==> config.mk <==
export PLATFORM = sky130hd
export DESIGN_NAME = prefetch_phase_controller_with_cooldown
export DESIGN_NICKNAME = d
export VERILOG_FILES = /design/src/ppc_pkg.sv /design/src/ppc_ctrl.sv /design/src/ppc_dp.sv /design/src/prefetch_phase_controller_with_cooldown.sv
export SDC_FILE = /design/constraint.sdc
export NUM_CORES = 2
export LEC_CHECK = 0
export ABC_AREA = 1
export CAP_MARGIN = 20
export CORE_AREA = 2 2 435 394
export CTS_CLUSTER_SIZE = 10
export DETAILED_ROUTE_END_ITERATION = 16
export DIE_AREA = 0 0 437 396
export DONT_BUFFER_PORTS = 1
export PLACE_DENSITY = 0.58
export SYNTH_ARGS = -nofsm -noshare
export SYNTH_HDL_FRONTEND = slang
export SYNTH_SLANG_ARGS = --single-unit
==> constraint.sdc <==
create_clock -name clk -period 15 [get_ports clk]
set_input_delay 3 -clock clk [delete_from_list [all_inputs] [get_ports clk]]
set_output_delay 3 -clock clk [all_outputs]
set_load 0.03 [all_outputs]
==> src/ppc_pkg.sv <==
// ---------------------------------------------------------------------------
// ppc_pkg: shared definitions for the prefetch phase controller
// Phase, operation and abort codes, table geometry and the command and
// status bundles between the controller and the datapath.
// ---------------------------------------------------------------------------
`default_nettype none

package ppc_pkg;

  // Cooldown table geometry.
  localparam int SKIP_ENTRIES = 8;
  localparam int IDX_W = (SKIP_ENTRIES > 1) ? $clog2(SKIP_ENTRIES) : 1;

  localparam logic [31:0] COOLDOWN_RESET = 32'd300000;
  localparam logic [31:0] SIGN_FLIP = 32'h8000_0000;

  // Phases.
  localparam logic [2:0] PH_IDLE      = 3'd0;
  localparam logic [2:0] PH_SELECTING = 3'd1;
  localparam logic [2:0] PH_PENDING   = 3'd2;
  localparam logic [2:0] PH_FETCHING  = 3'd3;
  localparam logic [2:0] PH_DONE      = 3'd4;
  localparam logic [2:0] PH_FAILED    = 3'd5;
  localparam logic [2:0] PH_DRAINED   = 3'd6;

  // Operations.
  localparam logic [2:0] OP_SERVICE   = 3'd0;
  localparam logic [2:0] OP_NIGHT     = 3'd1;
  localparam logic [2:0] OP_CANDIDATE = 3'd2;
  localparam logic [2:0] OP_DRAINED   = 3'd3;
  localparam logic [2:0] OP_PREEMPT   = 3'd4;
  localparam logic [2:0] OP_YIELD     = 3'd5;
  localparam logic [2:0] OP_QUERY     = 3'd6;
  localparam logic [2:0] OP_FAILURE   = 3'd7;

  // Abort reasons.
  localparam logic [1:0] ABORT_NONE    = 2'd0;
  localparam logic [1:0] ABORT_PREEMPT = 2'd1;
  localparam logic [1:0] ABORT_USER    = 2'd2;
  localparam logic [1:0] ABORT_STREAM  = 2'd3;

  typedef struct packed {
    logic latch;    // capture the input item
    logic scan_rd;  // read the next cooldown table entry
    logic exec;     // commit the step and load the result register
  } cmd_t;

  typedef struct packed {
    logic need_scan;  // item at the input port consults the table
    logic scan_last;  // the last table entry is being read
  } sts_t;

endpackage

`default_nettype wire

==> src/ppc_ctrl.sv <==
// ---------------------------------------------------------------------------
// ppc_ctrl: sequencer for the prefetch phase controller
// Takes one item at a time, runs the cooldown table scan when the item
// needs it, commits the step and owns the result valid flag.
// ---------------------------------------------------------------------------
`default_nettype none

module ppc_ctrl (
  input  wire               clk,
  input  wire               rst,
  input  wire               in_valid,
  output logic              in_ready,
  output logic              out_valid,
  input  wire               out_ready,
  input  ppc_pkg::sts_t     sts,
  output ppc_pkg::cmd_t     cmd
);

  localparam logic [1:0] S_IDLE  = 2'd0;
  localparam logic [1:0] S_SCAN  = 2'd1;
  localparam logic [1:0] S_DRAIN = 2'd2;
  localparam logic [1:0] S_EXEC  = 2'd3;

  logic [1:0] state;
  logic [1:0] state_next;
  logic       out_free;

  assign in_ready = (state == S_IDLE);
  assign out_free = !out_valid || out_ready;

  always_comb begin
    state_next  = state;
    cmd.latch   = 1'b0;
    cmd.scan_rd = 1'b0;
    cmd.exec    = 1'b0;
    case (state)
      S_IDLE: begin
        if (in_valid) begin
          cmd.latch  = 1'b1;
          state_next = sts.need_scan ? S_SCAN : S_EXEC;
        end
      end
      S_SCAN: begin
        cmd.scan_rd = 1'b1;
        if (sts.scan_last) begin
          state_next = S_DRAIN;
        end
      end
      S_DRAIN: begin
        // The last entry read is evaluated during this cycle.
        state_next = S_EXEC;
      end
      S_EXEC: begin
        if (out_free) begin
          cmd.exec   = 1'b1;
          state_next = S_IDLE;
        end
      end
      default: begin
        state_next = S_IDLE;
      end
    endcase
  end

  always_ff @(posedge clk) begin
    if (rst) begin
      state     <= S_IDLE;
      out_valid <= 1'b0;
    end else begin
      state <= state_next;
      if (cmd.exec) begin
        out_valid <= 1'b1;
      end else if (out_ready) begin
        out_valid <= 1'b0;
      end
    end
  end

endmodule

`default_nettype wire

==> src/ppc_dp.sv <==
// ---------------------------------------------------------------------------
// ppc_dp: datapath of the prefetch phase controller
// Holds the phase and night registers, counters, the cooldown table with
// its scan logic, the configuration register and the result register.
// ---------------------------------------------------------------------------
`default_nettype none

module ppc_dp (
  input  wire                 clk,
  input  wire                 rst,
  input  ppc_pkg::cmd_t       cmd,
  output ppc_pkg::sts_t       sts,
  input  wire                 cfg_write,
  input  wire [31:0]          cfg_data,
  input  wire [2:0]           operation,
  input  wire [63:0]          night_id,
  input  wire [31:0]          now_ms,
  input  wire                 stream_active,
  input  wire                 manager_busy,
  input  wire                 catalog_pending,
  input  wire                 fetch_active,
  input  wire                 coverage_complete,
  input  wire                 fetch_start_ok,
  output logic                accepted,
  output logic [2:0]          phase_now,
  output logic [63:0]         active_night_out,
  output logic [63:0]         last_night_out,
  output logic [63:0]         last_failed_out,
  output logic [31:0]         completed_out,
  output logic [31:0]         failed_out,
  output logic                cooldown_hit,
  output logic                fetch_request,
  output logic                abort_fetch,
  output logic [1:0]          abort_reason
);

  // Configuration and architectural state.
  logic [31:0] cooldown_ms;
  logic [2:0]  phase_reg;
  logic [63:0] active_night;
  logic [63:0] last_night;
  logic [63:0] last_failed_night;
  logic [31:0] completed_count;
  logic [31:0] failed_count;
  logic        preempt_pending;

  // Captured item.
  logic [2:0]  op_q;
  logic [63:0] night_q;
  logic [31:0] now_q;
  logic        realtime_q;
  logic        busy_q;
  logic        catalog_q;
  logic        fetching_q;
  logic        covered_q;
  logic        start_ok_q;

  // Cooldown table. An entry that was never written reads as zero.
  logic [63:0] skip_night [ppc_pkg::SKIP_ENTRIES];
  logic [31:0] skip_until [ppc_pkg::SKIP_ENTRIES];
  logic [ppc_pkg::SKIP_ENTRIES-1:0] tab_valid;

  // Scan pipeline.
  logic [ppc_pkg::IDX_W-1:0] scan_idx;
  logic [ppc_pkg::IDX_W-1:0] rd_idx;
  logic        rd_live;
  logic        rd_ok;
  logic [63:0] rd_night_raw;
  logic [31:0] rd_until_raw;
  logic [63:0] rd_night;
  logic [31:0] rd_until;
  logic        found;
  logic        hit;
  logic [ppc_pkg::IDX_W-1:0] pick;
  logic [31:0] pick_until;

  logic [63:0] key;
  logic        key_match;
  logic        entry_hit;
  logic        earlier;
  logic [31:0] rel_new;
  logic [31:0] rel_pick;
  logic [31:0] until_sum;
  logic [31:0] until_val;

  // Next-state values of one step.
  logic [2:0]  phase_next;
  logic [63:0] active_night_next;
  logic [63:0] last_night_next;
  logic [63:0] last_failed_night_next;
  logic [31:0] completed_count_next;
  logic [31:0] failed_count_next;
  logic        preempt_pending_next;
  logic        acc_next;
  logic        cool_next;
  logic        freq_next;
  logic        abort_next;
  logic [1:0]  reason_next;
  logic        table_write;
  logic        busy_phase;

  function automatic logic rel_hit_sign(input logic [31:0] now, input logic [31:0] dl);
    logic [31:0] diff;
    diff = now - dl;
    return diff[31];
  endfunction

  assign sts.need_scan = (operation == ppc_pkg::OP_SERVICE) ||
                         (operation == ppc_pkg::OP_QUERY) ||
                         (operation == ppc_pkg::OP_FAILURE);
  assign sts.scan_last = (scan_idx == ppc_pkg::IDX_W'(ppc_pkg::SKIP_ENTRIES - 1));

  // A service step may log a failure of the active night; the other table
  // users work on the night carried by the item.
  assign key = (op_q == ppc_pkg::OP_SERVICE) ? active_night : night_q;

  assign rd_night  = rd_ok ? rd_night_raw : 64'd0;
  assign rd_until  = rd_ok ? rd_until_raw : 32'd0;
  assign key_match = (rd_night == key);
  assign entry_hit = key_match && (rd_until != 32'd0) && rel_hit_sign(now_q, rd_until);

  // Deadlines are compared relative to the time of the item, as signed values.
  assign rel_new  = (rd_until - now_q) ^ ppc_pkg::SIGN_FLIP;
  assign rel_pick = (pick_until - now_q) ^ ppc_pkg::SIGN_FLIP;
  assign earlier  = (rel_new < rel_pick);

  assign until_sum = now_q + cooldown_ms;
  assign until_val = (until_sum == 32'd0) ? 32'd1 : until_sum;

  always_comb begin
    busy_phase = (phase_reg inside {ppc_pkg::PH_SELECTING, ppc_pkg::PH_PENDING,
                                    ppc_pkg::PH_FETCHING});
    phase_next             = phase_reg;
    active_night_next      = active_night;
    last_night_next        = last_night;
    last_failed_night_next = last_failed_night;
    completed_count_next   = completed_count;
    failed_count_next      = failed_count;
    preempt_pending_next   = preempt_pending;
    acc_next               = 1'b0;
    cool_next              = 1'b0;
    freq_next              = 1'b0;
    abort_next             = 1'b0;
    reason_next            = ppc_pkg::ABORT_NONE;
    table_write            = 1'b0;
    case (op_q)
      ppc_pkg::OP_SERVICE: begin
        preempt_pending_next = 1'b0;
        if (preempt_pending && busy_phase) begin
          if (fetching_q) begin
            abort_next  = 1'b1;
            reason_next = ppc_pkg::ABORT_PREEMPT;
          end
          phase_next        = ppc_pkg::PH_IDLE;
          active_night_next = 64'd0;
        end else if (phase_reg == ppc_pkg::PH_SELECTING) begin
          if (!realtime_q && !busy_q && !catalog_q) begin
            if (night_q != 64'd0) begin
              phase_next        = ppc_pkg::PH_PENDING;
              active_night_next = night_q;
              last_night_next   = night_q;
            end else begin
              phase_next        = ppc_pkg::PH_DRAINED;
              active_night_next = 64'd0;
            end
          end
        end else if (phase_reg == ppc_pkg::PH_FETCHING && !fetching_q) begin
          if (active_night != 64'd0) begin
            last_night_next = active_night;
          end
          if (covered_q) begin
            phase_next           = ppc_pkg::PH_DONE;
            completed_count_next = completed_count + 32'd1;
          end else begin
            phase_next             = ppc_pkg::PH_FAILED;
            failed_count_next      = failed_count + 32'd1;
            last_failed_night_next = active_night;
            table_write            = 1'b1;
          end
        end else if (realtime_q) begin
          if (phase_reg == ppc_pkg::PH_FETCHING && fetching_q) begin
            abort_next        = 1'b1;
            reason_next       = ppc_pkg::ABORT_STREAM;
            phase_next        = ppc_pkg::PH_IDLE;
            active_night_next = 64'd0;
          end
        end else if (phase_reg == ppc_pkg::PH_PENDING && !busy_q) begin
          if (active_night != 64'd0) begin
            freq_next       = 1'b1;
            last_night_next = active_night;
            if (start_ok_q) begin
              phase_next = ppc_pkg::PH_FETCHING;
            end else begin
              // A refused start counts as a failure but sets no cooldown.
              phase_next             = ppc_pkg::PH_FAILED;
              failed_count_next      = failed_count + 32'd1;
              last_failed_night_next = active_night;
            end
          end else begin
            phase_next = ppc_pkg::PH_DRAINED;
          end
        end
      end
      ppc_pkg::OP_NIGHT: begin
        if (night_q != 64'd0 && !busy_phase) begin
          phase_next        = ppc_pkg::PH_PENDING;
          active_night_next = night_q;
          last_night_next   = night_q;
          acc_next          = 1'b1;
        end
      end
      ppc_pkg::OP_CANDIDATE: begin
        if (!busy_phase) begin
          phase_next        = ppc_pkg::PH_SELECTING;
          active_night_next = 64'd0;
          acc_next          = 1'b1;
        end
      end
      ppc_pkg::OP_DRAINED: begin
        if (!busy_phase) begin
          phase_next        = ppc_pkg::PH_DRAINED;
          active_night_next = 64'd0;
        end
      end
      ppc_pkg::OP_PREEMPT: begin
        preempt_pending_next = 1'b1;
      end
      ppc_pkg::OP_YIELD: begin
        if (phase_reg == ppc_pkg::PH_FETCHING) begin
          if (fetching_q) begin
            abort_next  = 1'b1;
            reason_next = ppc_pkg::ABORT_USER;
          end
          phase_next        = ppc_pkg::PH_IDLE;
          active_night_next = 64'd0;
        end
      end
      ppc_pkg::OP_QUERY: begin
        cool_next = hit;
      end
      ppc_pkg::OP_FAILURE: begin
        table_write = 1'b1;
      end
      default: begin
        table_write = 1'b0;
      end
    endcase
  end

  // Configuration, architectural state and the table valid bits.
  always_ff @(posedge clk) begin
    if (rst) begin
      cooldown_ms       <= ppc_pkg::COOLDOWN_RESET;
      phase_reg         <= ppc_pkg::PH_IDLE;
      active_night      <= 64'd0;
      last_night        <= 64'd0;
      last_failed_night <= 64'd0;
      completed_count   <= 32'd0;
      failed_count      <= 32'd0;
      preempt_pending   <= 1'b0;
      tab_valid         <= '0;
    end else begin
      if (cfg_write) begin
        cooldown_ms <= cfg_data;
      end
      if (cmd.exec) begin
        phase_reg         <= phase_next;
        active_night      <= active_night_next;
        last_night        <= last_night_next;
        last_failed_night <= last_failed_night_next;
        completed_count   <= completed_count_next;
        failed_count      <= failed_count_next;
        preempt_pending   <= preempt_pending_next;
        if (table_write) begin
          tab_valid[pick] <= 1'b1;
        end
      end
    end
  end

  // Table storage: one write port at the chosen slot, one registered read.
  always_ff @(posedge clk) begin
    if (cmd.exec && table_write) begin
      skip_night[pick] <= key;
      skip_until[pick] <= until_val;
    end
    rd_night_raw <= skip_night[scan_idx];
    rd_until_raw <= skip_until[scan_idx];
    rd_ok        <= tab_valid[scan_idx];
    rd_idx       <= scan_idx;
  end

  // Scan control and per-entry evaluation.
  always_ff @(posedge clk) begin
    if (rst) begin
      rd_live  <= 1'b0;
      scan_idx <= '0;
      found    <= 1'b0;
      hit      <= 1'b0;
    end else begin
      rd_live <= cmd.scan_rd;
      if (cmd.latch) begin
        scan_idx <= '0;
        found    <= 1'b0;
        hit      <= 1'b0;
      end else if (cmd.scan_rd) begin
        scan_idx <= scan_idx + 1'b1;
      end
      if (rd_live) begin
        if (entry_hit) begin
          hit <= 1'b1;
        end
        if (!found && (key_match || rd_night == 64'd0)) begin
          found <= 1'b1;
        end
      end
    end
  end

  // Replacement choice: a matching or empty slot wins outright, otherwise the
  // earliest deadline, with the lowest index kept on ties.
  always_ff @(posedge clk) begin
    if (cmd.latch) begin
      pick <= '0;
    end else if (rd_live && !found) begin
      if (key_match || rd_night == 64'd0) begin
        pick <= rd_idx;
      end else if (rd_idx == '0 || earlier) begin
        pick       <= rd_idx;
        pick_until <= rd_until;
      end
    end
  end

  // Captured item.
  always_ff @(posedge clk) begin
    if (cmd.latch) begin
      op_q       <= operation;
      night_q    <= night_id;
      now_q      <= now_ms;
      realtime_q <= stream_active;
      busy_q     <= manager_busy;
      catalog_q  <= catalog_pending;
      fetching_q <= fetch_active;
      covered_q  <= coverage_complete;
      start_ok_q <= fetch_start_ok;
    end
  end

  // Result register.
  always_ff @(posedge clk) begin
    if (cmd.exec) begin
      accepted         <= acc_next;
      phase_now        <= phase_next;
      active_night_out <= active_night_next;
      last_night_out   <= last_night_next;
      last_failed_out  <= last_failed_night_next;
      completed_out    <= completed_count_next;
      failed_out       <= failed_count_next;
      cooldown_hit     <= cool_next;
      fetch_request    <= freq_next;
      abort_fetch      <= abort_next;
      abort_reason     <= reason_next;
    end
  end

endmodule

`default_nettype wire

==> src/prefetch_phase_controller_with_cooldown.sv <==
// ---------------------------------------------------------------------------
// prefetch_phase_controller_with_cooldown: background prefetch controller
// Seven-phase prefetch sequencer with failure counters and a cooldown table
// of failed nights, one result per input transfer.
// ---------------------------------------------------------------------------
// Service, query and note-failure items read the cooldown table one entry
// per cycle over 8 entries, then pass a drain state that evaluates the last
// entry and a commit state; all other items go straight to commit. One item
// is taken at a time, and the next is accepted only after the last commits.
// A waiting result does not block the next input.
// Reset (synchronous, active high) returns to idle with an empty table and
// cooldown_ms at 300000.
`default_nettype none

module prefetch_phase_controller_with_cooldown (
  input  wire         clk,
  input  wire         rst,
  input  wire         cfg_write,
  input  wire  [31:0] cfg_data,
  input  wire         in_valid,
  output logic        in_ready,
  input  wire  [2:0]  operation,
  input  wire  [63:0] night_id,
  input  wire  [31:0] now_ms,
  input  wire         stream_active,
  input  wire         manager_busy,
  input  wire         catalog_pending,
  input  wire         fetch_active,
  input  wire         coverage_complete,
  input  wire         fetch_start_ok,
  output logic        out_valid,
  input  wire         out_ready,
  output logic        accepted,
  output logic [2:0]  phase_now,
  output logic [63:0] active_night_out,
  output logic [63:0] last_night_out,
  output logic [63:0] last_failed_out,
  output logic [31:0] completed_out,
  output logic [31:0] failed_out,
  output logic        cooldown_hit,
  output logic        fetch_request,
  output logic        abort_fetch,
  output logic [1:0]  abort_reason
);

  ppc_pkg::cmd_t cmd;
  ppc_pkg::sts_t sts;

  ppc_ctrl u_ctrl (
    .clk       (clk),
    .rst       (rst),
    .in_valid  (in_valid),
    .in_ready  (in_ready),
    .out_valid (out_valid),
    .out_ready (out_ready),
    .sts       (sts),
    .cmd       (cmd)
  );

  ppc_dp u_dp (
    .clk               (clk),
    .rst               (rst),
    .cmd               (cmd),
    .sts               (sts),
    .cfg_write         (cfg_write),
    .cfg_data          (cfg_data),
    .operation         (operation),
    .night_id          (night_id),
    .now_ms            (now_ms),
    .stream_active     (stream_active),
    .manager_busy      (manager_busy),
    .catalog_pending   (catalog_pending),
    .fetch_active      (fetch_active),
    .coverage_complete (coverage_complete),
    .fetch_start_ok    (fetch_start_ok),
    .accepted          (accepted),
    .phase_now         (phase_now),
    .active_night_out  (active_night_out),
    .last_night_out    (last_night_out),
    .last_failed_out   (last_failed_out),
    .completed_out     (completed_out),
    .failed_out        (failed_out),
    .cooldown_hit      (cooldown_hit),
    .fetch_request     (fetch_request),
    .abort_fetch       (abort_fetch),
    .abort_reason      (abort_reason)
  );

  // Only one item is in flight: a transfer closes the input until committed.
  assert property (@(posedge clk) disable iff (rst)
    in_valid && in_ready |=> !in_ready)
    else $error("input taken while an item is in flight");

  assert property (@(posedge clk) disable iff (rst)
    out_valid && !abort_fetch |-> abort_reason == ppc_pkg::ABORT_NONE)
    else $error("abort reason without abort");

  assert property (@(posedge clk) disable iff (rst)
    out_valid && accepted |->
      phase_now == ppc_pkg::PH_PENDING || phase_now == ppc_pkg::PH_SELECTING)
    else $error("accepted request left a wrong phase");

  assert property (@(posedge clk) disable iff (rst)
    out_valid && fetch_request |->
      phase_now == ppc_pkg::PH_FETCHING || phase_now == ppc_pkg::PH_FAILED)
    else $error("fetch request with wrong resulting phase");

endmodule

`default_nettype wire

# Word-level counts from Yosys, hierarchy flattened
# Memory sizes are Yosys's and may differ from the RTL's. A register that Yosys moved wholly into a read port is not among the register bits.
# Index checks and enable logic that the tools add are counted.
# totals
n_memories,2
mem_bits_rw,768
inputBits,142
ff_bits,718
elab_cells,242
# mem_list
memory,depth,word_bits,rd,rd_ports_with_merged_regs,write_ports,line,text
u_dp.skip_night,8,64,1,1,1,ppc_dp.sv:59,logic [63:0] skip_night [ppc_pkg::SKIP_ENTRIES];
u_dp.skip_until,8,32,1,1,1,ppc_dp.sv:60,logic [31:0] skip_until [ppc_pkg::SKIP_ENTRIES];
# classes
n_eq_ne,20
order_cmp,4
addsub,7
n_reduce_logical,46
bitwise_logic,7
n_mux,117
# op_table
operator,count
$mux 64,30
$mux 32,16
$pmux 64 s4,1
$pmux 64 s2,1
$reduce_bool 64->1,2
$sub 32x32->32,3
$add 32x1->32 const B,2
$eq 64x64->1,1
$logic_not 64->1,1
$mux 3,16
$mux 1,33
$add 32x32->32,1
$logic_not 32->1,1
$lt 32x32->1,1
$reduce_bool 32->1,1
$mux 2,11
$eq 3x3->1 const B,7
$pmux 3 s5,1
$logic_and 1x1->1,13
$eq 3x2->1 const B,4
$logic_not 3->1,3
$lt 3x4->1 const B,2
$or 8x8->8,1
$pmux 1 s2,4
other kinds (22),45

# Depth between registers and ports, before layout
# logic_depth
depth_word,9
mapped_depth,32
ltp_nobuf,28

# Hierarchy
# Synthesis repeated with hierarchy kept, for this count alone.
# hier_totals
hier_cells,8378
area_unflattened_um2,75341.0
# modules_own_cells
mod,area_per_inst_um2,cells_per_inst,instances
ppc_dp,75099.5,8343,1
ppc_ctrl,241.5,35,1

# Worst setup path after synthesis
# OpenSTA, ideal clock, no wires.
# synth_path
path_type,input port to flip-flop
start,input port out_ready
end,register u_dp.failed_count[10]
path_stages,7
setup_ns,0.448
path_slack_ns,3.311
arrival_ns,11.242
cell_sequence,inv_1 nand2_1 nand2_1 clkinv_1 clkbuf_1 clkbuf_1 a21oi_1
# synth_lines
item,line,text
from (decl),prefetch_phase_controller_with_cooldown.sv:32,"input wire out_ready,"
to (signal assigned),ppc_dp.sv:272,failed_count <= failed_count_next;
to (decl),ppc_dp.sv:44,logic [31:0] failed_count;

# Worst setup path in the final report
# layout_path
start,register u_dp.op_q[0]
end,"memory u_dp.skip_night[3][45], enable pin"
# layout_between
elab_chain_cells,5
# layout_rtl
item,line,text
from (decl),ppc_dp.sv:48,logic [2:0] op_q;
from (signal assigned),ppc_dp.sv:338,op_q <= operation;
$eq 3x3->1 or $logic_not 3->1 (tied branches),ppc_dp.sv:146,case (op_q)
$pmux 1 s2 (*),ppc_dp.sv:146,
$logic_and 1x1->1 (*),ppc_dp.sv:283,if (cmd.exec && table_write) begin
$mux 1 (*),ppc_dp.sv:283,
$mux 1 (not written as such) (*),ppc_dp.sv:284,skip_night[pick] <= key;
to (decl),ppc_dp.sv:59,
# Mark *: on every way between the ends. The rest lies on a longest branch, timed or not.

==> out/results.tsv <==
stage	metric	value	unit
run_status	outcome	finished, final reports clean	
critical_path	Worst Path Required	15420	ps
floorplan	die width	437	um
yosys	Most used DFF post-synth	edfxtp_1	
drt	# DRC	0	
timing	Slew @ Worst Pin	1140	ps
yosys	Synthesis Warnings	0	
final_layout	fin area	82700	um2
min_path	Worst Hold Class	register to register	
timing	final hold viol count	0	
clock_tree	TritonCTS Sinks	1582	
clock_tree	CTS tree	yes	
clock_tree	PostCTS Resize Cnt	0	
drt	Avg Vias per Cell	5.69	
clock_tree	Worst-path clk slew	60	ps
floorplan	# IOs	409	
final_layout	max reg flops	512	
yosys	number of flops mapped to enable cells by yosys	1170	
power_and_ir_drop	Seq pwr share	0.432	
power_and_ir_drop	Leak	31.8	nW
placement	Final HPWL DP	155000	um
placement	routability-driven placement congestion ratio	0.928	
yosys	Synth cell types	54	
power_and_ir_drop	Clock power frac	0.297	
timing	RSZ-0062 raised after global routing	no	
power_and_ir_drop	total power	0.0141	W
drt	drt pass-1 iters	7	
final_layout	most frequent cells in the layout	nor2_1, nand2_1, edfxtp_1, o21ai_0, inv_1	
clock_tree	Post-CTS Hold Fix Bufs	0	
floorplan	Starting Density	0.448	
yosys	async set or reset register ratio after synthesis	0	
placement	port bufs	0	
clock_tree	# H-tree levels	4	
critical_path	Worst Setup End Kind	register	
final_layout	Reg with most FFs	u_dp.skip_night	
timing	Fmax	148	MHz
global_routing	GR Overflow Total	0	
clock_tree	setup bufs post-CTS	0	
critical_path	reg-to-reg endpoint	u_dp.skip_night[3][45]	
power_and_ir_drop	Sw Ratio	0.369	
yosys	syn_area_per_cell	9.17	um2
yosys	#FFs+latches synth	1582	
timing	max_slew headroom	0.242	
final_layout	layout cells sized above 1	0.0436	
drt	post-route ant nets	0	
critical_path	worst-path fanout max	66	
floorplan	total core area	168000	um2
yosys	post-synthesis sequential area ratio	0.576	
yosys	area leader, netlist	edfxtp_1	
final_layout	Largest regs	u_dp.skip_night x512, u_dp.skip_until x256	
power_and_ir_drop	Comb pwr share	0.271	
critical_path	R2R setup slack	8220	ps
drt	drt wl/cell	22.7	um
global_routing	Total GRT Usage	0.266	
global_routing	largest net degree at the start of global routing	200	
final_layout	Filler cells	15700	
critical_path	crit path DAT	7200	ps
floorplan	Die Span Y	396	um
drt	DR iter-0 viols	6394	
power_and_ir_drop	cell internal pwr	0.00891	W
timing	setup violators final	0	
final_layout	area delta synth->final	9.73	%
global_routing	vias in the first global route	55700	
clock_tree	CTS Buffer Depth	3	
power_and_ir_drop	Psw	0.00520	W
timing	fin. max-slew vios	0	
flow_run	Max Cap Viol	0	
yosys	Cell Area, Synth	75400	um2
yosys	Synth area leaders	edfxtp_1, dfxtp_1, o21ai_0, nor2_1, nand2_1	
critical_path	reg2reg start	u_dp.op_q[0]	
critical_path	WS Path Type	register to register	
final_layout	nets	8327	
timing	Post-Route Setup TNS	0	ps
floorplan	# rows	143	
yosys	post-synth top area share	0.466	
drt	vias	59300	
min_path	Hold Startpoint	u_dp.tab_valid[3]	
critical_path	startpoint types	register	
power_and_ir_drop	Peak VDD IR	0.132	mV
min_path	hold path depth	1	
final_layout	most common cell after layout, fill and taps aside	nor2_1	
global_routing	antenna violations before repair	16	
clock_tree	worst skew pair latency	840	ps
yosys	syn nets	8528	
placement	Placement Cell Area	77100	um2
timing	Final min period	6780	ps
clock_tree	CTS Root Cell	clkbuf_16	
placement	Cell Count Post-Placement	10100	
clock_tree	Num CTS Buffers	183	
global_routing	first-pass GRT wire length	353000	um
timing	Clock Skew	59.8	ps
final_layout	Post-Layout Cell Count	10400	
drt	final WL	237000	um
power_and_ir_drop	pwr dens	171	nW/um2
min_path	hold endpoint	u_dp.tab_valid[3]	
yosys	Mapped Cells	8220	
critical_path	r2r worst-path depth	13	
timing	Tcrit/Tclk final	0.452	
floorplan	die area	173000	um2
[critical path, cell delays in order, from the launching register on]
cell	delay, ps
edfxtp_1	530
nor2_8	130
buf_4	500
nand2_2	70
buf_4	330
inv_2	460
nand2_2	260
nor2_2	490
inv_1	250
o22ai_1	650
nand3_1	520
nor2_4	760
buf_4	640
buf_4	660
[routing by layer]
layer / wire length (um) / global-route usage / vias up
met5: 69 / 0 / -
met3: 17000 / 0.0481 / 506
li1: - / - / 28000
met2: 106000 / 0.411 / 2290
met1: 102000 / 0.362 / 28500
met4: 11700 / 0.124 / 10
[cells by family (layout without fill, tap and decap cells)]
group | count (synthesis) | in the layout | synth area share
and+or+nand+nor | 3266 | 3266 | 0.184
AOI/OAI and AO/OA | 1866 | 1866 | 0.136
DFF | 1582 | 1582 | 0.576
xor gates and xnor gates | 122 | 122 | 0.0142
buffers and inverters | 1218 | 1169 | 0.0624
adders and majority gates | 166 | 166 | 0.0278
other | 0 | 9 | 0
[power groups by stage]
stage	combinational (W)	sequential, W	clock [W]
after floorplan	0.00262	0.00598	0
after global placement	0.00370	0.00617	0
after detailed placement	0.00375	0.00617	0
after CTS	0.00377	0.00608	0.00427
after global routing	0.00426	0.00612	0.00445
final	0.00382	0.00609	0.00420
[how the worst max path moves through the flow]
| stage | start | to | slack (ps) | cells after the start |
|---|---|---|---|---|
| floorplan | out_ready | u_dp.failed_count[10] | 3310 | 7 |
| global placement | out_ready | u_dp.last_night[37] | 7840 | 10 |
| detailed placement | out_ready | u_dp.last_night[39] | 7790 | 10 |
| CTS | u_dp.op_q[0] | u_dp.skip_night[3][45] | 8130 | 13 |
| global route | u_dp.op_q[1] | u_dp.skip_night[3][45] | 7720 | 13 |
| finish | u_dp.op_q[0] | u_dp.skip_night[3][45] | 8220 | 13 |
[final cells by class]
type                            count  area (um2)  share of cell area
Sequential cell                  1582       43400               0.525
Timing Repair Buffer               66         533             0.00645
Inverter                          766        2910              0.0352
Tap cell                         2247        2810              0.0340
Clock inverter                     31         504             0.00610
Antenna cell                        9        22.5            0.000272
Clock buffer                      306        5110              0.0618
Multi-Input combinational cell   5420       27400               0.331
[cells in the mapped netlist, types with 16 or more instances]
cell type  count
o21bai_1      16
inv_1        754
nand2_1     1220
nor4_1        24
nor3_1       114
dfxtp_1      412
nand3b_1     128
o21ai_0      977
clkbuf_1     350
edfxtp_1    1170
nand3_1      371
o22ai_1      152
xnor2_1       34
buf_1         43
o21a_1        16
a21oi_1      395
ha_1         164
nand4_1      143
xor2_1        88
a31oi_1      107
o21ai_1       27
nor2_1      1244
o211ai_1     138
buf_2         48
[stage by stage]
step           utilization  hold WS, ps  worst slack (ps)
2_1_floorplan            -          353              3310
3_3_place_gp         0.458          441              7840
3_5_place_dp         0.458          448              7790
4_1_cts              0.492          460              8130
5_1_grt              0.492          472              7720
6_report             0.492          459              8220
Note: power is estimated with default switching activity, not from simulation.
